File: src/hw/rtl/jsu_pkg.sv
// shared types and constants for the json string unescape block
`timescale 1ns / 1ps

package jsu_pkg;

  localparam int MAX_RESULTS = 3;

  localparam logic [7:0] CHAR_QUOTE     = 8'h22;
  localparam logic [7:0] CHAR_BACKSLASH = 8'h5C;
  localparam logic [7:0] CHAR_SLASH     = 8'h2F;
  localparam logic [7:0] CHAR_LOWER_B   = 8'h62;
  localparam logic [7:0] CHAR_LOWER_F   = 8'h66;
  localparam logic [7:0] CHAR_LOWER_N   = 8'h6E;
  localparam logic [7:0] CHAR_LOWER_R   = 8'h72;
  localparam logic [7:0] CHAR_LOWER_T   = 8'h74;
  localparam logic [7:0] CHAR_LOWER_U   = 8'h75;

  localparam logic [7:0] CTRL_BS = 8'h08;
  localparam logic [7:0] CTRL_FF = 8'h0C;
  localparam logic [7:0] CTRL_LF = 8'h0A;
  localparam logic [7:0] CTRL_CR = 8'h0D;
  localparam logic [7:0] CTRL_HT = 8'h09;

  localparam logic [7:0]  UTF8_LEAD2  = 8'hC0;
  localparam logic [7:0]  UTF8_LEAD3  = 8'hE0;
  localparam logic [7:0]  UTF8_CONT   = 8'h80;
  localparam logic [15:0] UTF8_LIMIT1 = 16'h0080;
  localparam logic [15:0] UTF8_LIMIT2 = 16'h0800;

  localparam logic CMD_BYTE = 1'b0;
  localparam logic CMD_END  = 1'b1;

  typedef enum logic [1:0] {
    KIND_DATA  = 2'd0,
    KIND_CLOSE = 2'd1,
    KIND_ERROR = 2'd2
  } kind_t;

  typedef enum logic [3:0] {
    MODE_IDLE = 4'b0001,
    MODE_STR  = 4'b0010,
    MODE_ESC  = 4'b0100,
    MODE_HEX  = 4'b1000
  } mode_t;

  // one classified request: up to three result bytes and how many are used
  typedef struct packed {
    logic [1:0]                  count;
    kind_t                       kind;
    logic [MAX_RESULTS-1:0][7:0] bytes;
  } job_t;

  // hex digit value, with a flag for a byte that is no hex digit
  function automatic logic [4:0] hex_value(input logic [7:0] c);
    logic [4:0] r;
    begin
      if (c >= 8'h30 && c <= 8'h39) begin
        r = {1'b0, 4'(c - 8'h30)};
      end else if (c >= 8'h61 && c <= 8'h66) begin
        r = {1'b0, 4'(c - 8'h57)};
      end else if (c >= 8'h41 && c <= 8'h46) begin
        r = {1'b0, 4'(c - 8'h37)};
      end else begin
        r = 5'b10000;
      end
      return r;
    end
  endfunction

endpackage

File: src/hw/rtl/jsu_if.sv
// stream channel interfaces for text input and decoded output
`timescale 1ns / 1ps

interface jsu_in_if;
  logic       valid;
  logic       ready;
  logic       cmd;
  logic [7:0] char_in;

  modport source (output valid, output cmd, output char_in, input ready);
  modport sink (input valid, input cmd, input char_in, output ready);
endinterface

interface jsu_out_if;
  logic       valid;
  logic       ready;
  logic [7:0] out_byte;
  logic [1:0] out_kind;
  logic       last;

  modport source (output valid, output out_byte, output out_kind, output last, input ready);
  modport sink (input valid, input out_byte, input out_kind, input last, output ready);
endinterface

File: src/hw/rtl/jsu_front.sv
// front end: accepts text requests, runs the string state machine, builds jobs
`timescale 1ns / 1ps

module jsu_front
  import jsu_pkg::*;
(
  input  logic         clk,
  input  logic         rst,
  jsu_in_if.sink       text,
  output logic         push,
  output job_t         push_job,
  input  logic         push_ready
);

  mode_t       mode, mode_next;
  logic [1:0]  hex_count, hex_count_next;
  logic [15:0] code_point, code_point_next;
  logic        bad_hex, bad_hex_next;

  logic        accept;
  logic [4:0]  hv;
  logic [15:0] cp_new;

  assign text.ready = push_ready;
  assign accept     = text.valid && push_ready;
  assign hv         = hex_value(text.char_in);
  assign cp_new     = {code_point[11:0], hv[3:0]};

  always_comb begin
    mode_next       = mode;
    hex_count_next  = hex_count;
    code_point_next = code_point;
    bad_hex_next    = bad_hex;
    push            = 1'b0;
    push_job.count  = 2'd1;
    push_job.kind   = KIND_ERROR;
    push_job.bytes  = '0;

    case (mode)
      MODE_IDLE: begin
        if (text.cmd == CMD_BYTE) begin
          if (text.char_in == CHAR_QUOTE) begin
            mode_next = MODE_STR;
          end else begin
            push = 1'b1;
          end
        end
      end
      MODE_STR: begin
        if (text.cmd == CMD_END) begin
          push = 1'b1;
        end else if (text.char_in == CHAR_QUOTE) begin
          push          = 1'b1;
          push_job.kind = bad_hex ? KIND_ERROR : KIND_CLOSE;
        end else if (text.char_in == CHAR_BACKSLASH) begin
          mode_next = MODE_ESC;
        end else begin
          push              = 1'b1;
          push_job.kind     = KIND_DATA;
          push_job.bytes[0] = text.char_in;
        end
      end
      MODE_ESC: begin
        push = 1'b1;
        if (text.cmd == CMD_BYTE) begin
          push_job.kind = KIND_DATA;
          mode_next     = MODE_STR;
          case (text.char_in)
            CHAR_QUOTE:     push_job.bytes[0] = CHAR_QUOTE;
            CHAR_BACKSLASH: push_job.bytes[0] = CHAR_BACKSLASH;
            CHAR_SLASH:     push_job.bytes[0] = CHAR_SLASH;
            CHAR_LOWER_B:   push_job.bytes[0] = CTRL_BS;
            CHAR_LOWER_F:   push_job.bytes[0] = CTRL_FF;
            CHAR_LOWER_N:   push_job.bytes[0] = CTRL_LF;
            CHAR_LOWER_R:   push_job.bytes[0] = CTRL_CR;
            CHAR_LOWER_T:   push_job.bytes[0] = CTRL_HT;
            CHAR_LOWER_U: begin
              push            = 1'b0;
              mode_next       = MODE_HEX;
              hex_count_next  = 2'd0;
              code_point_next = '0;
            end
            default: begin
              push_job.kind = KIND_ERROR;
              mode_next     = MODE_IDLE;
            end
          endcase
        end
      end
      MODE_HEX: begin
        if (text.cmd == CMD_END) begin
          push = 1'b1;
        end else begin
          bad_hex_next = bad_hex | hv[4];
          if (hex_count != 2'd3) begin
            hex_count_next  = hex_count + 2'd1;
            code_point_next = cp_new;
          end else begin
            hex_count_next  = 2'd0;
            code_point_next = '0;
            mode_next       = MODE_STR;
            push            = 1'b1;
            push_job.kind   = KIND_DATA;
            // utf-8 encode, one to three bytes
            if (cp_new < UTF8_LIMIT1) begin
              push_job.bytes[0] = cp_new[7:0];
            end else if (cp_new < UTF8_LIMIT2) begin
              push_job.count    = 2'd2;
              push_job.bytes[0] = UTF8_LEAD2 | {3'b000, cp_new[10:6]};
              push_job.bytes[1] = UTF8_CONT | {2'b00, cp_new[5:0]};
            end else begin
              push_job.count    = 2'd3;
              push_job.bytes[0] = UTF8_LEAD3 | {4'b0000, cp_new[15:12]};
              push_job.bytes[1] = UTF8_CONT | {2'b00, cp_new[11:6]};
              push_job.bytes[2] = UTF8_CONT | {2'b00, cp_new[5:0]};
            end
          end
        end
      end
      default: begin
        mode_next = MODE_IDLE;
      end
    endcase

    // errors and closes drop everything and return to idle
    if (push && push_job.kind != KIND_DATA) begin
      mode_next       = MODE_IDLE;
      hex_count_next  = 2'd0;
      code_point_next = '0;
      bad_hex_next    = 1'b0;
    end

    if (!accept) begin
      push = 1'b0;
    end
  end

  always_ff @(posedge clk) begin
    if (rst) begin
      mode       <= MODE_IDLE;
      hex_count  <= 2'd0;
      code_point <= '0;
      bad_hex    <= 1'b0;
    end else if (accept) begin
      mode       <= mode_next;
      hex_count  <= hex_count_next;
      code_point <= code_point_next;
      bad_hex    <= bad_hex_next;
    end
  end

endmodule

File: src/hw/rtl/jsu_queue.sv
// small register fifo of jobs between front and back
`timescale 1ns / 1ps

module jsu_queue
  import jsu_pkg::*;
#(
  parameter int DEPTH = 4
) (
  input  logic clk,
  input  logic rst,
  input  logic wr_valid,
  input  job_t wr_job,
  output logic wr_ready,
  output logic rd_valid,
  output job_t rd_job,
  input  logic rd_pop
);

  localparam int PTR_W = (DEPTH > 1) ? $clog2(DEPTH) : 1;
  localparam int CNT_W = $clog2(DEPTH + 1);
  localparam logic [PTR_W-1:0] LAST_PTR = PTR_W'(DEPTH - 1);
  localparam logic [CNT_W-1:0] FULL_CNT = CNT_W'(DEPTH);

  job_t             mem [DEPTH];
  logic [PTR_W-1:0] wr_ptr, rd_ptr;
  logic [CNT_W-1:0] count;
  logic             do_wr, do_rd;

  assign wr_ready = (count != FULL_CNT);
  assign rd_valid = (count != '0);
  assign rd_job   = mem[rd_ptr];
  assign do_wr    = wr_valid && wr_ready;
  assign do_rd    = rd_pop && rd_valid;

  always_ff @(posedge clk) begin
    if (do_wr) begin
      mem[wr_ptr] <= wr_job;
    end
  end

  always_ff @(posedge clk) begin
    if (rst) begin
      wr_ptr <= '0;
      rd_ptr <= '0;
      count  <= '0;
    end else begin
      if (do_wr) begin
        wr_ptr <= (wr_ptr == LAST_PTR) ? '0 : wr_ptr + 1'b1;
      end
      if (do_rd) begin
        rd_ptr <= (rd_ptr == LAST_PTR) ? '0 : rd_ptr + 1'b1;
      end
      if (do_wr && !do_rd) begin
        count <= count + 1'b1;
      end else if (do_rd && !do_wr) begin
        count <= count - 1'b1;
      end
    end
  end

endmodule

File: src/hw/rtl/jsu_back.sv
// back end: walks the bytes of each job out as single results
`timescale 1ns / 1ps

module jsu_back
  import jsu_pkg::*;
(
  input  logic     clk,
  input  logic     rst,
  input  logic     job_valid,
  input  job_t     job,
  output logic     job_pop,
  jsu_out_if.source result
);

  logic [1:0] idx;
  logic       is_last;
  logic       fire;

  assign is_last         = (idx == job.count - 2'd1);
  assign fire            = result.valid && result.ready;
  assign result.valid    = job_valid;
  assign result.out_byte = job.bytes[idx];
  assign result.out_kind = job.kind;
  assign result.last     = is_last;
  assign job_pop         = fire && is_last;

  always_ff @(posedge clk) begin
    if (rst) begin
      idx <= 2'd0;
    end else if (fire) begin
      idx <= is_last ? 2'd0 : idx + 2'd1;
    end
  end

endmodule

File: src/hw/rtl/json_string_unescape_top.sv
// top level of the streaming json string unescape block
`timescale 1ns / 1ps

// json string unescape: takes a json string literal one text byte per request
// on the text channel and gives decoded bytes on the result channel. an
// opening quote starts a string; plain bytes pass through, backslash escapes
// become their bytes, and a \u escape gathers four hex digits and gives one to
// three utf-8 bytes (no surrogate pairing). a closing quote gives a close
// result, or an error if a bad hex digit was seen; malformed input gives an
// error and returns to idle. the last result caused by one text request has
// last set. a text request is taken every cycle while the job queue has room;
// a queued job gives one result per cycle while the result port is ready, so
// a \u escape that closes into a two or three byte sequence holds the result
// port for one result per byte and the queue (QUEUE_DEPTH jobs) absorbs the
// difference. a job is registered in the queue before its first result shows.

module json_string_unescape_top
  import jsu_pkg::*;
#(
  parameter int QUEUE_DEPTH = 4
) (
  input  logic       clk,
  input  logic       rst,
  jsu_in_if.sink     text,
  jsu_out_if.source  result
);

  // front to queue
  logic push;
  logic push_ready;
  job_t push_job;

  // queue to back
  logic head_valid;
  logic head_pop;
  job_t head_job;

  // classify each text request and keep the string state
  jsu_front u_front (
    .clk        (clk),
    .rst        (rst),
    .text       (text),
    .push       (push),
    .push_job   (push_job),
    .push_ready (push_ready)
  );

  // decouples input acceptance from multi-byte output
  jsu_queue #(
    .DEPTH (QUEUE_DEPTH)
  ) u_queue (
    .clk      (clk),
    .rst      (rst),
    .wr_valid (push),
    .wr_job   (push_job),
    .wr_ready (push_ready),
    .rd_valid (head_valid),
    .rd_job   (head_job),
    .rd_pop   (head_pop)
  );

  // serialize job bytes to the result channel
  jsu_back u_back (
    .clk       (clk),
    .rst       (rst),
    .job_valid (head_valid),
    .job       (head_job),
    .job_pop   (head_pop),
    .result    (result)
  );

endmodule
File: src/flat_wrapper.sv
// flat-port wrapper written by rule: the top's interface ports become plain ports
module json_string_unescape_top_flat import jsu_pkg::*;
#(
  parameter int QUEUE_DEPTH = 4
)
  (clk, rst, text_valid, text_cmd, text_char_in, text_ready, result_valid, result_out_byte, result_out_kind, result_last, result_ready);
  jsu_in_if text_i ();
  jsu_out_if result_i ();
  input  logic clk;
  input  logic rst;
  input wire logic [$bits(text_i.valid)-1:0] text_valid;
  input wire logic [$bits(text_i.cmd)-1:0] text_cmd;
  input wire logic [$bits(text_i.char_in)-1:0] text_char_in;
  output wire logic [$bits(text_i.ready)-1:0] text_ready;
  output wire logic [$bits(result_i.valid)-1:0] result_valid;
  output wire logic [$bits(result_i.out_byte)-1:0] result_out_byte;
  output wire logic [$bits(result_i.out_kind)-1:0] result_out_kind;
  output wire logic [$bits(result_i.last)-1:0] result_last;
  input wire logic [$bits(result_i.ready)-1:0] result_ready;
  assign text_i.valid = text_valid;
  assign text_i.cmd = text_cmd;
  assign text_i.char_in = text_char_in;
  assign text_ready = text_i.ready;
  assign result_valid = result_i.valid;
  assign result_out_byte = result_i.out_byte;
  assign result_out_kind = result_i.out_kind;
  assign result_last = result_i.last;
  assign result_i.ready = result_ready;
  json_string_unescape_top #(.QUEUE_DEPTH(QUEUE_DEPTH)) u_core (.clk(clk), .rst(rst), .text(text_i), .result(result_i));
endmodule
File: config.mk
export PLATFORM = sky130hd
export DESIGN_NAME = json_string_unescape_top_flat
export DESIGN_NICKNAME = d
export VERILOG_FILES = /design/src/hw/rtl/jsu_pkg.sv /design/src/hw/rtl/jsu_if.sv /design/src/hw/rtl/jsu_front.sv /design/src/hw/rtl/jsu_queue.sv /design/src/hw/rtl/jsu_back.sv /design/src/hw/rtl/json_string_unescape_top.sv /design/src/flat_wrapper.sv
export SDC_FILE = /design/constraint.sdc
export NUM_CORES = 1
export LEC_CHECK = 0
export ABC_AREA = 1
export BUFFER_PORTS_ARGS = -buffer_cell sky130_fd_sc_hd__buf_4
export CAP_MARGIN = 10
export CORE_ASPECT_RATIO = 0.5
export CORE_MARGIN = 4
export CORE_UTILIZATION = 45
export CTS_BUF_LIST = sky130_fd_sc_hd__clkbuf_8
export CTS_CLUSTER_SIZE = 20
export DETAILED_ROUTE_END_ITERATION = 8
export PLACE_DENSITY = 0.67
export SLEW_MARGIN = 20
export SYNTH_ARGS = -nofsm -noshare
export SYNTH_HDL_FRONTEND = slang
export SYNTH_SLANG_ARGS = --single-unit
File: constraint.sdc
create_clock -name clk -period 3.7 [get_ports clk]
set_clock_uncertainty 0.05 [all_clocks]
set_input_delay 0.185 -clock clk [delete_from_list [all_inputs] [get_ports clk]]
set_output_delay 0.185 -clock clk [all_outputs]
set_load 0.01 [all_outputs]
Yosys cells after proc, flatten, opt, wreduce, memory -nomap -nowiden:

Memory sizes are Yosys's and may differ from the RTL's. A register that Yosys moved wholly into a read port is not among the register bits.
Cells that the tools add are included.

* muxes and demuxes: 74
* reductions and logical operators: 23
* add/sub/neg operators: 10
* bitwise operators: 1
* $lt $le $gt $ge: 9
* equality and inequality tests: 28

Operator list (count)
* 12-bit two-way mux: 5
* 8-bit by 7-bit == test with 1-bit output, second input constant: 7
* 28-bit two-way mux: 2
* 7-bit one-hot mux with 8 select lines: 1
* 8-bit two-way mux: 6
* 2-bit two-way mux: 18
* 4-bit two-way mux: 9
* 16-bit two-way mux: 2
* 3-bit inequality test, second input constant: 10
* 12-bit one-hot mux with 2 select lines: 1
* 8-bit one-hot mux with 3 select lines: 1
* 8-bit binary-select mux with 2-bit select: 1
* 8-bit by 6-bit == test with 1-bit output, second input constant: 2
* 8-bit by 7-bit >= comparator with 1-bit output, second input constant: 2
* 8-bit by 7-bit <= comparator with 1-bit output, second input constant: 2
* 16-bit by 12-bit < comparator with 1-bit output, second input constant: 1
* 16-bit by 8-bit < comparator with 1-bit output, second input constant: 1
* 1-bit two-way mux: 16
* 4-bit one-hot mux with 4 select lines: 1
* 5-bit two-way mux: 3
* 14-bit two-way mux: 1
* 1-bit logical AND: 11
* 9-bit AND reduction: 1
* 9-bit OR reduction: 1
* 30 further kinds: 40

* bits of input ports: 13
* output and inout bits: 13
* register bits: 28
* memories kept: 1
* word-level logic and storage cells: 154
* bits in writable memories: 112

Memories
* u_core.u_queue.mem: words 4, width 28, read ports 1, clocked after Yosys merged registers in 1, write ports 1, line jsu_queue.sv:24 `job_t mem [DEPTH];`

Depth between registers and ports, before layout:

Gate-level depths: netlist (run 1).

* word-level depth: 15
* gate-level depth with buffers: 19
* depth with buffers taken out: 19

Cells and area by module:

From an unflattened synthesis (run 1), not the netlist that was laid out.

* cells, all modules: 745
* area, all modules: 6962.9 sq um

Modules (own cells, without submodules)
* jsu_queue: area an instance 4649.5 sq um, times used 1, cells each 340
* jsu_front: area an instance 1930.6 sq um, times used 1, cells each 337
* jsu_back: area an instance 382.9 sq um, times used 1, cells each 68

Worst setup path after synthesis (run 1):

OpenSTA, ideal clock, no wires.

* kind: register -> register
* start: reg u_core.u_front.mode[3]
* end: mem u_core.u_queue.mem[0][0] (netlist name), enable pin
* stages on the path, launching flop included: 9
* slack: 0.989 ns
* setup time: 0.407 ns
* required time: 3.243 ns
* data arrival time: 2.255 ns
* cell sequence: dfxtp_1 > inv_2 > nor3_4 > nand2_2 > nand3_1 > o21ai_1 > nand2_1 > nand2_2 > nor2_1

* word-level cells in the longest chain between the ends: 6

RTL lines
* start: declaration: line jsu_front.sv:15 `mode_t mode, mode_next;`
* start signal: assignment: line jsu_front.sv:145 `mode <= mode_next;`
* 4-bit == test (tied with other cells): line jsu_front.sv:39 `case (mode)`
* 1-bit one-hot mux with 4 select lines *: line jsu_front.sv:39
* 1-bit two-way mux *: line jsu_front.sv:133 `if (!accept) begin`
* 1-bit logical AND *: line jsu_queue.sv:32 `assign do_wr = wr_valid && wr_ready;`
* 1-bit two-way mux *: line jsu_queue.sv:36 `if (do_wr) begin`
* 1-bit two-way mux (not written as such) *: line jsu_queue.sv:37 `mem[wr_ptr] <= wr_job;`
* end: declaration: line jsu_queue.sv:24

Mark *: on every way between the ends. The rest lies on a longest branch, timed or not.

==> results of run 1 <==
## registers in the layout (all words and copies together), names as in the netlist, named ones only
name,cells
u_core.u_back.idx,2
u_core.u_front.bad_hex,1
u_core.u_front.code_point,12
u_core.u_front.hex_count,2
u_core.u_front.mode,4
u_core.u_queue.count,3
u_core.u_queue.mem,100
u_core.u_queue.rd_ptr,2
u_core.u_queue.wr_ptr,2
## cell families after synthesis
family | synth area share (%)
DFF | 58.2
buffers and inverters | 5.32
and+or+nand+nor | 20.5
AOI/OAI and AO/OA | 13.0
xor gates and xnor gates | 0.142
adders and majority gates | 2.75
## cells in the final DEF (no fill, tap or decap), drive strengths merged
| cell type | instances |
|---|---|
| nand2 | 120 |
| nor2 | 105 |
| edfxtp | 100 |
| inv | 69 |
| o21ai | 62 |
| nand3 | 43 |
| buf | 33 |
| dfxtp | 30 |
| o22ai | 27 |
| a21oi | 25 |
| clkbuf | 17 |
| ha | 12 |
| nor3 | 9 |
| o211ai | 6 |
| clkinv | 6 |
| o2111ai | 4 |
| nand4 | 3 |
| nand3b | 3 |
| nor4 | 2 |
| o221ai | 2 |
| a31oi | 2 |
| a32o | 2 |
| and2 | 1 |
| a22oi | 1 |
| a21boi | 1 |
| a221oi | 1 |
| a211oi | 1 |
| xor2 | 1 |
| nor3b | 1 |
| fa | 1 |
| clkinvlp | 1 |
| bufinv | 1 |
## worst max path at each step
stage / startpoint / to / slack (ns) / cells past startpoint
after floorplan: u_core.u_front.mode[3]$_SDFFE_PP0P_ / u_core.u_queue.mem[0][0]$_DFFE_PP_ / 0.99 / 8
after global placement: flip-flop / u_core.u_queue.count[2]$_SDFFE_PP0P_ / 0.92 / 16
after detailed placement: flip-flop / u_core.u_queue.count[2]$_SDFFE_PP0P_ / 0.81 / 16
after CTS: flip-flop / u_core.u_queue.count[2]$_SDFFE_PP0P_ / 0.78 / 16
after global routing: flip-flop / u_core.u_queue.count[2]$_SDFFE_PP0P_ / 0.46 / 16
final: flip-flop / u_core.u_queue.count[2]$_SDFFE_PP0P_ / 0.79 / 16
## power by group through the flow
stage / Clock (µW) / Sequential (µW) / Combinational (µW)
finish: 1180 / 1800 / 1280
global route: 1270 / 1820 / 1460
CTS: 1200 / 1800 / 1290
detailed placement: 0 / 1840 / 1290
global placement: 0 / 1830 / 1270
floorplan: 0 / 1830 / 906
## per-layer routing
metal	GRT usage [%]	wire [µm]
met5	0	0
met1	27.3	6810
met3	4.56	1180
met2	27.8	6210
met4	5.27	168
## metrics by stage
stage	setup slack, ns	util (%)	total power [µW]	std cells	area (µm²)
finish	0.786	53.2	4270	862	6950
detailed placement	0.808	50.3	3130	830	6570
global route	0.462	53.2	4550	862	6950
global placement	0.919	50.3	3100	830	6570
CTS	0.783	53.2	4300	862	6950
floorplan	0.989	-	2730	647	6190
## layout make-up
cell class	count	area (µm²)
clock inverter	15	148
inverter	62	235
fill	1139	6120
tap	170	213
clock buffer	17	234
multi-input combinational	435	2270
sequential	130	3600
timing repair buffer	33	248
==> metrics, run 1 <==
status finished, final reports clean; Die Wd 174 µm; Async SR Flop Fraction 0%; drt first pass iters 5; final setup vio count 0; initial antenna violation count 0; Residual DRC 0; Mapped Cells 647; Peak supply drop 0.369 mV; Ant. Diodes 0; Hold-fix buffers, CTS 0; Cell Area, Synth 6190 µm²; Static Leakage 0.00259 µW; sequential share of power 42.2%; FF-to-FF End u_core.u_queue.count[2]$_SDFFE_PP0P_; YS warnings 0; Post-CTS Setup Repair Bufs 0; required time of the critical path 4.03 ns; Clk pwr share 27.7%; Die Span Y 90.9 µm; CTS resizes 0; CTS sink cnt 130; # H-tree levels 4; CP Max Fanout 50; final worst-path cycle share 78.8%; crit start category flip-flop; worst-case clock buffer depth 2; CP cell instances buf_4 > nand2_1 > a32o_1 > nor2_1 > inv_1 > nand3_1 > nand2_1 > nand2_1 > ha_1 > inv_1 > fa_1 > nor2_1 > nor2_1 > nand2_1 > o21ai_0 > a21oi_1; DR vias 4741; sequential area share after synthesis 58.2%; number of synthesized flops with an enable pin 100; CP delay by family, top simple AND/OR/NAND/NOR gates; Area contributors post-synth edfxtp_1 (49%), dfxtp_1 (9.7%), nand2_1 (6.2%), nor2_1 (6.2%), o21ai_0 (4.9%); Synth cell types 43; end point of the worst hold path u_core.u_front.code_point[9]$_SDFFE_PP0P_; Slew Viols, Final 0; Net Sw Power 1550 µW; worst hold slack 0.0465 ns; Comb power frac 30.1%; CTS Buf Count 17; Worst path max stage delay 0.44 ns; io pins 26; CTS tree done; routed wire length per instance 16.7 µm; Hold WC Path Type in2reg; DRT iter0 DRCs 523; Int Pwr 2720 µW; hold depth 2; ANT nets after route 0; Main synth FF type edfxtp_1; gr ovfl total 0; Worst Setup End Kind flip-flop; Site Rows 29; Detail Placement HPWL 9.60 mm; pin count of the biggest net entering global routing 51; area share of the largest cell type after synthesis 48.5%; min Tclk post-route 2.91 ns; clock slew at reported path FFs 0.09 ns; Seq cells post-synth 130; P&R area growth vs syn 12.3%; Achievable Freq 0.343 GHz; Avg Cell Area, Syn 9.56 µm²; Worst Hold Launch rst; Pwr Density 614 nW/µm²; RSZ-0062 raised after global routing no; TNS Setup 0 ns; share of cells above drive strength 1 16.6%; cell taking the most area after synthesis edfxtp_1; Final Wtd Congestion 0.942; synth cell count leaders nand2_1 (103), nor2_1 (103), edfxtp_1 (100), o21ai_0 (61), inv_1 (49); Post-Syn Nets 673; Crit-path slowest cell fa_1; post-detailed-routing wire length 14.4 mm; Initial Util 47.4%; sw frac 36.3%; vias in the first global route 4530; clk_lat worst skew 0.45 ns; Die ar. 15800 µm²; root buf cell clkbuf_8; crit path DAT 3.24 ns; Vias/cell 5.50; first-pass GRT wire length 23.4 mm; Fin. Hold Viols 0; global-route total usage across every layer 18.7%; Setup CP Type reg2reg; Layout Nets 705; Buf/Inv on CP 3; Max-Cap Viols 0; core area 13100 µm²; CP dominant cell by count nand2_1; Register-to-Register Path Depth 16; R2R Setup Slk 0.79 ns; Slew headroom 44.4%; # port buffers 25; Slew @ Worst Pin 0.830 ns
Power figures use the tool's default switching activity.
==> inputs of run 2 (changes only) <==
PLACE_DENSITY = 0.7   (was 0.67)
clock period = 2.6 ns   (was 3.7 ns; I/O delays follow)
==> metrics, run 2 (synthesis results as in run 1) <==
Crit-path slowest cell o22ai_1 (was fa_1); post-layout util 55.1% (was 53.2%); core area 13100 µm² (unchanged); Final Wtd Congestion 0.961 (was 0.942); worst r2r src u_core.u_front.mode[0]$_SDFFE_PP1P_; Max-Cap Viols 0 (unchanged); min Tclk post-route 2.49 ns (was 2.91 ns); Met1 Wirelength 7.05 mm (was 6.81 mm); Achievable Freq 0.402 GHz (was 0.343 GHz); met2 routed WL 6.81 mm (was 6.21 mm); Met3 Wirelength 989 µm (was 1.18 mm); setup ws final 0.109 ns (was 0.786 ns); share of cells above drive strength 1 21.1% (was 16.6%); Peak supply drop 0.399 mV (was 0.369 mV); Slew headroom 47.0% (was 44.4%); Hold WC Path Type in2reg (unchanged); Setup CP Type reg2reg (unchanged); root buf cell clkbuf_8 (unchanged); status finished, final reports clean (unchanged); Largest regs u_core.u_queue.mem (100), u_core.u_front.code_point (12), u_core.u_front.mode (4) (unchanged); Pwr Density 856 nW/µm² (was 614 nW/µm²); initial antenna violation count 0 (unchanged); Slew Viols, Final 0 (unchanged); final setup vio count 0 (unchanged); R2R Setup Slk 0.11 ns (was 0.79 ns); Initial Util 47.4% (unchanged); Worst Setup End Kind flip-flop (unchanged); pin count of the biggest net entering global routing 47 (was 51); Ant. Diodes 0 (unchanged); Residual DRC 0 (unchanged); layout filler cell count 1130 (was 1139); Detail Placement HPWL 9.79 mm (was 9.60 mm); first-pass GRT wire length 23.4 mm (about the same); Layout Nets 730 (was 705); final worst-path cycle share 95.8% (was 78.8%); Site Rows 29 (unchanged); most flop-heavy register u_core.u_queue.mem (unchanged); ANT nets after route 0 (unchanged); drt first pass iters 7 (was 5); most frequent cells in the layout edfxtp_1 (100), nand2_1 (99), nor2_1 (98) (was nand2_1 (103), edfxtp_1 (100), nor2_1 (99)); required time of the critical path 2.71 ns (was 4.03 ns); TNS Setup 0 ns (unchanged); vias in the first global route 4497 (was 4530); Placement Setup Slack 0.0523 ns (was 0.808 ns); # port buffers 25 (unchanged); Die Span Y 90.9 µm (unchanged); CP cell instances inv_2 > nand2_2 > nor3_4 > nand2_2 > buf_4 > nor2_2 > buf_4 > nand3_1 > o22ai_1 (was buf_4 > nand2_1 > a32o_1 > nor2_1 > inv_1 > nand3_1 > nand2_1 > nand2_1 > ha_1 > inv_1 > fa_1 > nor2_1 > nor2_1 > nand2_1 > o21ai_0 > a21oi_1); clock slew at reported path FFs 0.08 ns (was 0.09 ns); most common cell after layout, fill and taps aside edfxtp_1 (was nand2_1); Static Leakage 0.00271 µW (was 0.00259 µW); Vias/cell 5.51 (was 5.50); CTS tree done (unchanged); CP Max Fanout 9 (was 50); crit path DAT 2.60 ns (was 3.24 ns); Die ar. 15800 µm² (unchanged); crit start category flip-flop (unchanged); global-route total usage across every layer 18.8% (was 18.7%); CTS Buf Count 17 (unchanged); P&R area growth vs syn 16.4% (was 12.3%); # H-tree levels 4 (unchanged); DRT iter0 DRCs 471 (was 523); clk_lat worst skew 0.43 ns (was 0.45 ns); DR vias 4891 (was 4741); gr ovfl total 0 (unchanged); max FFs per register 100 (unchanged); Worst path max stage delay 0.59 ns (was 0.44 ns); Die Wd 174 µm (unchanged); routed wire length per instance 16.9 µm (was 16.7 µm); post-detailed-routing wire length 14.9 mm (was 14.4 mm); io pins 26 (unchanged); worst-case clock buffer depth 2 (unchanged); top routing layer used met4 (unchanged); Slew @ Worst Pin 0.787 ns (was 0.830 ns); Fin. Hold Viols 0 (unchanged); CTS sink cnt 130 (unchanged); Worst Hold Launch result_ready (was rst); Worst Setup SP u_core.u_front.mode[0]$_SDFFE_PP1P_
==> run 2: worst paths after layout <==
path	end	cells past startpoint
setup / recovery	u_core.u_queue.mem[0][11]$_DFFE_PP_	9
hold / removal	u_core.u_back.idx[0]$_SDFFE_PP0P_	4
setup reg to reg	u_core.u_queue.mem[0][11]$_DFFE_PP_	9
hold reg to reg	u_core.u_front.code_point[7]$_SDFFE_PP0P_	2
==> run 2: metal layers <==
metal / global-route usage (%) / vias to the layer above
li1: - / 2366
met1: 27.3 / 2339
met2: 29.0 / 172
met3: 4.14 / 14
met4: 4.15 / 0
met5: 0 / -
==> run 2: stage by stage <==
step	total power [µW]	std cells	cell area (µm²)	hold WS (ns)
after CTS	6110	879	7110	0.0550
after global routing	6550	887	7200	0.0909
after floorplan	3890	647	6190	0.351
final	6170	887	7200	0.0760
after detailed placement	4510	846	6740	0.431
after global placement	4470	846	6740	0.423
==> run 2: what timing repair did <==
| item | CTS | global route |
|---|---|---|
| endpoints found under the setup margin | 1 | 2 |
| pin swaps | 0 | 9 |
| endpoints found under the hold margin | 11 | 0 |
| hold buffers | 1 | 0 |
| resized for setup | 1 | 14 |
| buffers inserted | 0 | 8 |
==> run 2: power breakdown <==
part / total (µW) / internal [µW] / switching, µW
sequential: 2580 / 2460 / 112
combinational: 1980 / 721 / 1250
clock: 1620 / 761 / 855
total: 6170 / 3950 / 2220
==> run 2: layout make-up <==
cell class | count | area (µm²) | area share, %
Tap cell | 170 | 213 | 2.95
Clock buffer | 17 | 234 | 3.25
Clock inverter | 15 | 133 | 1.84
Timing Repair Buffer | 58 | 488 | 6.78
Inverter | 62 | 235 | 3.27
Sequential cell | 130 | 3610 | 50.1
Multi-Input combinational cell | 435 | 2290 | 31.8
==> run 2: critical path: cells and delay by family (launching register included) <==
kind | cells | cell delay, ns
simple gates | 5 | 0.87
buf+inv | 3 | 0.36
compound gates | 1 | 0.59
flops | 1 | 0.33
==> inputs of run 3 (changes only) <==
HOLD_SLACK_MARGIN = 0.05   (was default)
REMOVE_ABC_BUFFERS = 1   (was default)
==> metrics, run 3 (synthesis results as in run 1) <==
Ant. Diodes 0 (unchanged); layout filler cell count 1132 (was 1130); clk_lat worst skew 0.43 ns (about the same); worst r2r src u_core.u_front.mode[0]$_SDFFE_PP1P_ (unchanged); Slew @ Worst Pin 0.899 ns (was 0.787 ns); core area 13100 µm² (unchanged); final setup vio count 0 (unchanged); CP cell instances inv_2 > nand2_2 > nor3_4 > nand2_1 > nand3_1 > o21ai_1 > nand2_1 > nand2_2 > inv_1 > ha_1 > inv_2 > fa_2 > nor2_1 > nor2_1 > nand2_1 > o21ai_1 > a21oi_1 (was inv_2 > nand2_2 > nor3_4 > nand2_2 > buf_4 > nor2_2 > buf_4 > nand3_1 > o22ai_1); Hold WC Path Type in2reg (unchanged); CTS tree done (unchanged); initial antenna violation count 0 (unchanged); CP dominant cell by count nand2_1; crit start category flip-flop (unchanged); Peak supply drop 0.483 mV (was 0.399 mV); # H-tree levels 4 (unchanged); clock slew at reported path FFs 0.08 ns (about the same); Final Wtd Congestion 0.940 (was 0.961); CP Max Fanout 5 (was 9); first-pass GRT wire length 23.7 mm (was 23.4 mm); Slew headroom 39.9% (was 47.0%); Buf/Inv on CP 3 (unchanged); vias in the first global route 4541 (was 4497); Die Span Y 90.9 µm (unchanged); Die Wd 174 µm (unchanged); Worst Hold Launch text_cmd (was result_ready); root buf cell clkbuf_8 (unchanged); Residual DRC 0 (unchanged); ANT nets after route 0 (unchanged); crit path DAT 2.74 ns (was 2.60 ns); gr ovfl total 0 (unchanged); # port buffers 25 (unchanged); Fin. Hold Viols 0 (unchanged); Pwr Density 872 nW/µm² (was 856 nW/µm²); global-route total usage across every layer 18.8% (about the same); required time of the critical path 2.92 ns (was 2.71 ns); TNS Setup 0 ns (unchanged); P&R area growth vs syn 15.9% (was 16.4%); most frequent cells in the layout nand2_1 (101), edfxtp_1 (100), nor2_1 (99) (was edfxtp_1 (100), nand2_1 (99), nor2_1 (98)); io pins 26 (unchanged); final worst-path cycle share 93.2% (was 95.8%); DRT iter0 DRCs 496 (was 471); Slew Viols, Final 0 (unchanged); share of cells above drive strength 1 19.6% (was 21.1%); CTS sink cnt 130 (unchanged); drt first pass iters 6 (was 7); Die ar. 15800 µm² (unchanged); most flop-heavy register u_core.u_queue.mem (unchanged); min Tclk post-route 2.42 ns (was 2.49 ns); CP delay by family, top simple AND/OR/NAND/NOR gates (unchanged); routed wire length per instance 16.8 µm (was 16.9 µm); Max-Cap Viols 0 (unchanged); Crit-path slowest cell fa_2 (was o22ai_1); Layout Nets 723 (was 730); most common cell after layout, fill and taps aside nand2_1 (was edfxtp_1); pin count of the biggest net entering global routing 47 (unchanged); Worst Setup End Kind flip-flop (unchanged); Static Leakage 0.00270 µW (was 0.00271 µW); worst-case clock buffer depth 2 (unchanged); Vias/cell 5.62 (was 5.51); max FFs per register 100 (unchanged); post-detailed-routing wire length 14.8 mm (was 14.9 mm); Detail Placement HPWL 9.52 mm (was 9.79 mm); Initial Util 47.4% (unchanged); Worst path max stage delay 0.38 ns (was 0.59 ns); status finished, final reports clean (unchanged); Achievable Freq 0.413 GHz (was 0.402 GHz); CTS Buf Count 17 (unchanged); Setup CP Type reg2reg (unchanged); worst hold slack 0.201 ns (was 0.0760 ns); DR vias 4942 (was 4891); Site Rows 29 (unchanged); Worst Setup SP u_core.u_front.mode[0]$_SDFFE_PP1P_ (unchanged); Largest regs u_core.u_queue.mem (100), u_core.u_front.code_point (12), u_core.u_front.mode (4) (unchanged)
## run 3: cell count changes in the layout (fill, tap and decap cells not counted), sizes merged
cell,delta
buf,-8
dlygate4sd3,+1
clkinv,-2
bufinv,+1
inv,+2
clkinvlp,-1
## run 3: where the power goes
| group | internal, µW | total, µW | switching (µW) |
|---|---|---|---|
| Sequential | 2460 | 2570 | 110 |
| Combinational | 695 | 1930 | 1230 |
| Clock | 883 | 1760 | 873 |
| Total | 4040 | 6260 | 2210 |
## run 3: per-layer routing
layer | global-route usage [%] | wire, µm
met1 | 27.1 | 6680
met4 | 5.86 | 148
met5 | 0 | 0
met3 | 3.81 | 1230
met2 | 28.8 | 6700
## run 3: final timing paths
path | slack [ns] | cells past startpoint | end
setup / recovery | 0.18 | 17 | u_core.u_queue.count[2]$_SDFFE_PP0P_
hold reg to reg | 0.45 | 2 | u_core.u_front.mode[0]$_SDFFE_PP1P_
setup reg to reg | 0.18 | 17 | u_core.u_queue.count[2]$_SDFFE_PP0P_
hold / removal | 0.20 | 6 | u_core.u_front.mode[2]$_SDFFE_PP0P_
## run 3: area by class of cell
type / instances / area, µm² / share of cell area (%)
clock buffer: 17 / 234 / 3.26
clock inverter: 15 / 173 / 2.41
inverter: 62 / 235 / 3.28
multi-input combinational: 435 / 2270 / 31.7
sequential: 130 / 3610 / 50.3
tap: 170 / 213 / 2.97
timing repair buffer: 51 / 438 / 6.11
## run 3: per-stage QoR
step / instance area (µm²) / cells / util, % / power, µW / setup WS [ns]
floorplan: 6090 / 627 / - / 3810 / -1.05
global placement: 6680 / 839 / 51.2 / 4450 / 0.149
detailed placement: 6680 / 839 / 51.2 / 4480 / 0.0294
CTS: 7110 / 873 / 54.4 / 6230 / 0.000536
global route: 7170 / 880 / 54.9 / 6650 / -0.0280
finish: 7170 / 880 / 54.9 / 6260 / 0.178
## run 3: what timing repair did
item / 4_1_cts / 5_1_grt
endpoints found under the setup margin: 0 / 6
resized for setup: 0 / 10
buffers inserted: 0 / 7
endpoints found under the hold margin: 16 / 0
hold buffers: 2 / 0
## run 3: worst reg2reg max path: stages, from the launching register on
cell and delay, ns:
dfxtp_2 0.34, inv_2 0.06, nand2_2 0.09, nor3_4 0.29
nand2_1 0.12, nand3_1 0.10, o21ai_1 0.07, nand2_1 0.10
nand2_2 0.06, inv_1 0.09, ha_1 0.17, inv_2 0.06
fa_2 0.38, nor2_1 0.10, nor2_1 0.04, nand2_1 0.07
o21ai_1 0.06, a21oi_1 0.12
